$ cat config.mk
export PLATFORM = sky130hd
export DESIGN_NAME = grid_max_path_dp
export DESIGN_NICKNAME = d
export VERILOG_FILES = /design/src/hdl/gmpdp_pkg.sv /design/src/hdl/grid_max_path_dp.sv
export SDC_FILE = /design/constraint.sdc
export NUM_CORES = 1
export LEC_CHECK = 0
export ABC_CLOCK_PERIOD_IN_PS = 9310
export CORE_MARGIN = 3
export CORE_UTILIZATION = 28
export DETAILED_ROUTE_END_ITERATION = 12
export DONT_BUFFER_PORTS = 1
export GPL_ROUTABILITY_DRIVEN = 1
export GPL_TIMING_DRIVEN = 1
export SYNTH_ARGS = -nofsm -noshare
export SYNTH_HDL_FRONTEND = slang
export SYNTH_SLANG_ARGS = --single-unit
$ cat constraint.sdc
create_clock -name clk_i -period 9.31 [get_ports clk_i]
set_input_delay 1.3965 -clock clk_i [delete_from_list [all_inputs] [get_ports clk_i]]
set_output_delay 1.3965 -clock clk_i [all_outputs]
set_load 0.05 [all_outputs]
$ cat src/hdl/gmpdp_pkg.sv
// Shared definitions for the grid maximum-path block: field widths, register
// codes, the controller state type and the saturating score adder.
// No dependencies.
package gmpdp_pkg;

  localparam int CFG_W        = 5;
  localparam int WEIGHT_W     = 8;
  localparam int SCORE_W      = 14;
  localparam int APB_ADDR_W   = 3;
  localparam int APB_DATA_W   = 32;
  localparam int DEF_MAX_ROWS = 16;
  localparam int DEF_MAX_COLS = 16;

  localparam logic [SCORE_W-1:0] SCORE_MAX = '1;
  localparam logic [CFG_W-1:0]   DIM_RESET = CFG_W'(16);

  localparam logic REG_ROWS = 1'b0;
  localparam logic REG_COLS = 1'b1;

  typedef enum logic [2:0] {
    ST_IDLE,
    ST_CALC,
    ST_TB_RD,
    ST_TB_MV,
    ST_EMIT,
    ST_SCORE
  } gmpdp_state_e;

  function automatic logic [SCORE_W-1:0] sat_add(input logic [SCORE_W-1:0] a,
                                                 input logic [WEIGHT_W-1:0] b);
    logic [SCORE_W:0] sum;
    sum = {1'b0, a} + {{(SCORE_W+1-WEIGHT_W){1'b0}}, b};
    return sum[SCORE_W] ? SCORE_MAX : sum[SCORE_W-1:0];
  endfunction

endpackage

$ cat src/hdl/grid_max_path_dp.sv
// Grid maximum-path engine: per-node score update against a score-row memory,
// direction bits in a second memory, traceback and path output.
// Depends on gmpdp_pkg.
//
// Usage: grid nodes enter on the input channel in raster order, one word per
// node carrying the north and west edge weights. A word is taken when
// in_valid_i is high and in_stall_o is low. For each node the block first reads
// its column's score from the score-row memory and then updates it, so the
// input takes no new word until the update of the last one is done.
// After the bottom-right node the block traces the path back through the
// direction memory, one memory read per move, rows+cols-2 moves in all. It
// then sends the moves in forward order, one word per cycle while out_stall_i
// is low, followed by one word with last_o set and the path score. Input is
// stalled from the last node until the score word is loaded.
// The output register holds its word while out_stall_i is high.
// Reset clears the counters and the output valid and sets both dimension
// registers to 16. Any register write on the APB port restarts the grid.
module grid_max_path_dp
  import gmpdp_pkg::*;
#(
  parameter int MAX_ROWS = DEF_MAX_ROWS,
  parameter int MAX_COLS = DEF_MAX_COLS
) (
  input  logic                  clk_i,
  input  logic                  rst_ni,
  input  logic                  psel,
  input  logic                  penable,
  input  logic                  pwrite,
  input  logic [APB_ADDR_W-1:0] paddr,
  input  logic [APB_DATA_W-1:0] pwdata,
  output logic [APB_DATA_W-1:0] prdata,
  output logic                  pready,
  input  logic                  in_valid_i,
  output logic                  in_stall_o,
  input  logic [WEIGHT_W-1:0]   weight_from_north_i,
  input  logic [WEIGHT_W-1:0]   weight_from_west_i,
  output logic                  out_valid_o,
  input  logic                  out_stall_i,
  output logic                  move_o,
  output logic [SCORE_W-1:0]    best_score_o,
  output logic                  last_o
);

  localparam int RowW       = $clog2(MAX_ROWS);
  localparam int ColW       = $clog2(MAX_COLS);
  localparam int CfnDepth   = MAX_ROWS * MAX_COLS;
  localparam int CfnAw      = $clog2(CfnDepth);
  localparam int MoveDepth  = MAX_ROWS + MAX_COLS - 2;
  localparam int CntW       = $clog2(MoveDepth + 1);

  gmpdp_state_e state_q, state_d;

  logic [CFG_W-1:0]     rows_in_use_q, cols_in_use_q;
  logic [RowW-1:0]      row_q, row_max, eff_row;
  logic [ColW-1:0]      col_q, col_max, eff_col;
  logic [SCORE_W-1:0]   west_q;
  logic [SCORE_W-1:0]   rd_score_q;
  logic [WEIGHT_W-1:0]  wn_q, ww_q;
  logic [RowW-1:0]      tb_row_q, tb_row_d;
  logic [ColW-1:0]      tb_col_q, tb_col_d;
  logic                 cfn_rd_q;
  logic [MoveDepth-1:0] stack_q;
  logic [CntW-1:0]      mv_cnt_q;
  logic [SCORE_W-1:0]   best_q;
  logic                 out_valid_q, move_q, last_q;
  logic [SCORE_W-1:0]   out_score_q;

  logic [SCORE_W-1:0]   score_mem [MAX_COLS];
  logic                 cfn_mem [CfnDepth];

  logic                 cfg_wr, accept, out_free, out_of_range;
  logic                 node_last_col, node_last_row, grid_done;
  logic [SCORE_W-1:0]   sum_n, sum_w, node_score;
  logic                 node_south, tb_move, tb_done;
  logic [CfnAw-1:0]     cfn_waddr, cfn_raddr;

  // Configuration port.
  assign pready = 1'b1;
  assign cfg_wr = psel && penable && pwrite;
  assign prdata = (paddr[2] == REG_COLS) ? APB_DATA_W'(cols_in_use_q)
                                         : APB_DATA_W'(rows_in_use_q);

  assign row_max = (rows_in_use_q == '0) ? '0 :
                   (int'(rows_in_use_q) >= MAX_ROWS) ? RowW'(MAX_ROWS - 1) :
                   RowW'(rows_in_use_q - 1'b1);
  assign col_max = (cols_in_use_q == '0) ? '0 :
                   (int'(cols_in_use_q) >= MAX_COLS) ? ColW'(MAX_COLS - 1) :
                   ColW'(cols_in_use_q - 1'b1);

  assign out_of_range = (row_q > row_max) || (col_q > col_max);
  assign eff_row      = out_of_range ? '0 : row_q;
  assign eff_col      = out_of_range ? '0 : col_q;

  assign accept   = in_valid_i && (state_q == ST_IDLE);
  assign out_free = !out_valid_q || !out_stall_i;

  // Add-compare-select for the node held in row_q and col_q.
  assign sum_n = sat_add(rd_score_q, wn_q);
  assign sum_w = sat_add(west_q, ww_q);

  always_comb begin
    if (row_q == '0 && col_q == '0) begin
      node_score = '0;
      node_south = 1'b0;
    end else if (row_q == '0) begin
      node_score = sum_w;
      node_south = 1'b0;
    end else if (col_q == '0) begin
      node_score = sum_n;
      node_south = 1'b1;
    end else if (sum_n >= sum_w) begin
      node_score = sum_n;
      node_south = 1'b1;
    end else begin
      node_score = sum_w;
      node_south = 1'b0;
    end
  end

  assign node_last_col = (col_q == col_max);
  assign node_last_row = (row_q == row_max);
  assign grid_done     = node_last_col && node_last_row;

  assign cfn_waddr = CfnAw'(int'(row_q) * MAX_COLS + int'(col_q));
  assign cfn_raddr = CfnAw'(int'(tb_row_q) * MAX_COLS + int'(tb_col_q));

  // Traceback step.
  assign tb_move  = (tb_row_q == '0) ? 1'b0 : (tb_col_q == '0) ? 1'b1 : cfn_rd_q;
  assign tb_row_d = tb_move ? RowW'(tb_row_q - 1'b1) : tb_row_q;
  assign tb_col_d = tb_move ? tb_col_q : ColW'(tb_col_q - 1'b1);
  assign tb_done  = (tb_row_d == '0) && (tb_col_d == '0);

  always_comb begin
    state_d = state_q;
    case (state_q)
      ST_IDLE: begin
        if (accept) state_d = ST_CALC;
      end
      ST_CALC: begin
        if (!grid_done) state_d = ST_IDLE;
        else if (row_q == '0 && col_q == '0) state_d = ST_SCORE;
        else state_d = ST_TB_RD;
      end
      ST_TB_RD: begin
        state_d = ST_TB_MV;
      end
      ST_TB_MV: begin
        if (tb_done) state_d = ST_EMIT;
        else state_d = ST_TB_RD;
      end
      ST_EMIT: begin
        if (out_free && mv_cnt_q == CntW'(1)) state_d = ST_SCORE;
      end
      ST_SCORE: begin
        if (out_free) state_d = ST_IDLE;
      end
      default: begin
        state_d = ST_IDLE;
      end
    endcase
  end

  assign in_stall_o = (state_q != ST_IDLE);

  always_ff @(posedge clk_i or negedge rst_ni) begin
    if (!rst_ni) begin
      state_q       <= ST_IDLE;
      rows_in_use_q <= DIM_RESET;
      cols_in_use_q <= DIM_RESET;
      row_q         <= '0;
      col_q         <= '0;
      west_q        <= '0;
      mv_cnt_q      <= '0;
      out_valid_q   <= 1'b0;
    end else begin
      state_q <= state_d;
      if (cfg_wr) begin
        if (paddr[2] == REG_COLS) cols_in_use_q <= pwdata[CFG_W-1:0];
        else rows_in_use_q <= pwdata[CFG_W-1:0];
        row_q  <= '0;
        col_q  <= '0;
        west_q <= '0;
      end else if (accept) begin
        row_q <= eff_row;
        col_q <= eff_col;
        if (out_of_range) west_q <= '0;
      end else if (state_q == ST_CALC) begin
        if (!node_last_col) begin
          col_q  <= ColW'(col_q + 1'b1);
          west_q <= node_score;
        end else begin
          col_q  <= '0;
          west_q <= '0;
          row_q  <= node_last_row ? '0 : RowW'(row_q + 1'b1);
        end
      end
      if (state_q == ST_CALC) mv_cnt_q <= '0;
      else if (state_q == ST_TB_MV) mv_cnt_q <= CntW'(mv_cnt_q + 1'b1);
      else if (state_q == ST_EMIT && out_free) mv_cnt_q <= CntW'(mv_cnt_q - 1'b1);
      if ((state_q == ST_EMIT || state_q == ST_SCORE) && out_free) out_valid_q <= 1'b1;
      else if (!out_stall_i) out_valid_q <= 1'b0;
    end
  end

  always_ff @(posedge clk_i) begin
    if (accept) begin
      wn_q <= weight_from_north_i;
      ww_q <= weight_from_west_i;
    end
    if (state_q == ST_CALC && grid_done) begin
      best_q   <= node_score;
      tb_row_q <= row_q;
      tb_col_q <= col_q;
    end
    if (state_q == ST_TB_MV) begin
      tb_row_q <= tb_row_d;
      tb_col_q <= tb_col_d;
      stack_q  <= {stack_q[MoveDepth-2:0], tb_move};
    end
    if (state_q == ST_EMIT && out_free) begin
      move_q      <= stack_q[0];
      out_score_q <= '0;
      last_q      <= 1'b0;
      stack_q     <= stack_q >> 1;
    end
    if (state_q == ST_SCORE && out_free) begin
      move_q      <= 1'b0;
      out_score_q <= best_q;
      last_q      <= 1'b1;
    end
  end

  // Score-row memory.
  always_ff @(posedge clk_i) begin
    if (state_q == ST_CALC) score_mem[col_q] <= node_score;
    if (accept) rd_score_q <= score_mem[eff_col];
  end

  // Direction memory.
  always_ff @(posedge clk_i) begin
    if (state_q == ST_CALC) cfn_mem[cfn_waddr] <= node_south;
    if (state_q == ST_TB_RD) cfn_rd_q <= cfn_mem[cfn_raddr];
  end

  assign out_valid_o  = out_valid_q;
  assign move_o       = move_q;
  assign best_score_o = out_score_q;
  assign last_o       = last_q;

`ifndef ASSERT_OFF
  a_accept_to_calc: assert property (@(posedge clk_i) disable iff (!rst_ni)
    (in_valid_i && !in_stall_o) |=> (state_q == ST_CALC))
    else $error("accepted word did not start a node update");

  a_stack_bound: assert property (@(posedge clk_i) disable iff (!rst_ni)
    (int'(mv_cnt_q) <= MoveDepth))
    else $error("move stack overflow");

  a_emit_nonempty: assert property (@(posedge clk_i) disable iff (!rst_ni)
    (state_q == ST_EMIT) |-> (mv_cnt_q != '0))
    else $error("emitting from an empty move stack");

  a_tb_not_origin: assert property (@(posedge clk_i) disable iff (!rst_ni)
    (state_q == ST_TB_MV) |-> (tb_row_q != '0 || tb_col_q != '0))
    else $error("traceback stepped past the start node");
`endif

endmodule
==> metrics <==
synthesis-to-layout area growth 11.1%; core area 0.0986 mm2; unrepaired setup endpoints after global routing no; clock skew 20.1 ps; Via density 4.94; initial antenna violation count 0; num ports 109; fmax 161 MHz; DRC viols 0; Mapped Cells ~2000; CTS hold repair buffers 0; top cell type's share of synthesized area 0.620; nets 2036; CP Capture Type flip-flop; die area 0.104 mm2; mapped cell area 0.0279 mm2; Clock Path Buffers 3; WP data required 9530 ps; vias in the first global route 16223; CTS Buf Count 61; top post-synthesis cells by area edfxtp_1, mux2_2, mux4_2, nor2_1, dfrtp_1; gr usage total 0.122; crit-path max FO 17; First-pass DRT Iterations 5; routed wire length between 60000 and 70000 um; WL/cell between 15 and 20 um; Die Y 322 um; Startpoint Class flip-flop; Cell Rows between 100 and 150; Clock Tree Root clkbuf_16; Synth Warn # 0; total setup buffers inserted after CTS 0; Chip Width approximately 320 um; post-layout instance area 0.0310 mm2; ANT nets after route 0; Placer Congestion between 0.8 and 0.9; via count 16107; IR drop worst, VDD 0.235 mV; R2R Setup Slk 3080 ps; Sum Neg Setup Slack 0 ps; Post-synth EDFFs between 500 and 600; setup violators final 0; Synth async-reset ratio 0.0661; share of cells above drive strength 1 0.164; drt initial violations 1490; Yosys top cell by area edfxtp_1; post-CTS sizing 0; Post-synth top flop edfxtp_1; Period minus WS final 6230 ps; CTS HTree Levels 2; ratio of final minimum period to clock period 0.669; status complete, no violations; Worst EP arrival 6450 ps; Worst Max-Slew Pin Slew 1330 ps; antenna cells 0; first-pass GRT wire length between 90000 and 100000 um; Final Hold Fails 0; CTS clk-pin slew, worst paths 70 ps; Initial Util 0.283; largest net degree at the start of global routing 148; Rel. slew slack 0.113; MaxCap Viol Count 0; sinks on the clock net 620; Max Slew Vio Count 0; Pwr Density 336 mW/mm2; #FFs+latches synth 620; post-synthesis cell type count 76; DP Area 0.0291 mm2; sequential area share after synthesis 0.659; Hold WC Path Type input port to asynchronous set/reset pin; Clk Latency, worst-skew pair 630 ps; TritonCTS clock tree done; Leak 0.0102 uW; HPWL Detailed 38000 um; GR Overflow Total 0; CP Class flip-flop to flip-flop; Port Buffers 0; syn avg cell area around 14 um2
[critical path, cell delays in order (launching register included)]
cell and delay, ps:
edfxtp_1 390, ha_1 230, fa_1 440, a211oi_1 280, nor2_1 160, o211ai_1 480
nand2_1 100, mux2_2 290, ha_1 330, a21oi_1 160, o21a_1 160, nand2_1 50
o21ai_0 360, a32o_1 900, mux2i_1 410, nor2b_1 1070
[cell usage after synthesis (6+ instances only)]
library cell	instances
inv_1	54
xnor2_1	9
a22o_1	12
o21ai_0	46
nor2_1	329
nand3_1	21
a311oi_1	14
nor3_1	12
o32ai_1	13
dfrtp_1	39
nand2_1	98
buf_2	20
a21o_1	7
a221oi_1	49
a22oi_1	23
o21a_1	6
a2bb2oi_1	26
clkbuf_1	85
buf_4	31
ha_1	55
xor2_1	8
nand4_1	11
and2_1	18
mux2i_1	28
nand2b_1	7
edfxtp_1	576
a211oi_1	7
o21bai_1	7
a21oi_1	30
o21ai_1	7
mux2_2	131
nor2b_1	19
mux4_2	64
[report_power, final]
part           switching, uW  internal [uW]
clock network           1040           1350
registers                197           4200
logic                   2460           1160
total                   3700           6710
[final cells by class]
cell class,count,area [um2]
Clock buffer,84,1620
Fill cell,9581,67600
Clock inverter,29,288
Sequential cell,620,18400
Tap cell,1287,1610
Timing Repair Buffer,22,165
Inverter,54,208
Multi-Input combinational cell,1162,8720
[state kept, by name, summed over array words and instances (netlist names)]
| register | cells |
|---|---|
| last_o | 1 |
| cfn_rd_q | 1 |
| row_q | 4 |
| move_o | 1 |
| out_valid_o | 1 |
| rows_in_use_q | 5 |
| stack_q | 30 |
| best_score_o | 14 |
| col_q | 4 |
| best_q | 14 |
| cfn_mem | 256 |
| ww_q | 8 |
| tb_row_q | 4 |
| tb_col_q | 4 |
| mv_cnt_q | 5 |
| rd_score_q | 14 |
| cols_in_use_q | 5 |
| west_q | 14 |
| wn_q | 8 |
| state_q | 3 |
| score_mem | 224 |
[layout by cell type, fill, tap and decap left out, drive strengths merged, types with 13 or more instances in the layout]
master,instances
buf,22
a2bb2oi,26
a311oi,14
a221oi,49
edfxtp,576
mux2,135
nand2,99
conb,28
nor2b,19
and2,19
o32ai,13
dfrtp,39
mux4,64
mux2i,28
o21ai,55
clkinv,21
inv,56
nor2,332
ha,55
a21oi,30
clkbuf,84
nand3,22
a22oi,23
[worst paths after layout]
kind,cells after the start,to,startpoint
setup / recovery,15,score_mem[7][1],wn_q[0]
hold / removal,0,west_q[4],rst_ni
setup reg to reg,15,score_mem[7][1],wn_q[0]
hold reg to reg,2,stack_q[29],stack_q[29]
max in group asynchronous,0,cols_in_use_q[4],rst_ni
min in group clk_i,2,stack_q[29],stack_q[29]
[layer usage]
layer  global-route usage  routed length (um)  part of all wire
met5                    0                   0                 0
met4               0.0355                1600             0.025
met3               0.0175                3440             0.053
met2                0.211               32300              0.50
met1                0.159               27600              0.43
[cell families after synthesis]
logic type,count (synthesis),share of synthesized area
AOI/OAI and AO/OA,286,0.0761
xor gates and xnor gates,17,0.00533
adders and majority gates,57,0.0261
buffers and inverters,199,0.0332
DFF,620,0.659
muxes,227,0.116
other,2,0.000269
and+or+nand+nor,547,0.0843
[stage by stage]
stage	setup slack [ps]	cells	power [uW]	utilization	hold slack (ps)
6_report	3080	3258	10400	0.315	463
5_1_grt	2820	3258	10900	0.315	428
4_1_cts	3150	3258	10500	0.315	421
3_5_place_dp	3230	3145	8070	0.295	453
3_3_place_gp	3380	3145	7930	0.295	439
2_1_floorplan	2470	1981	6990	-	433
No activity file was read; power rests on OpenSTA's default activity.
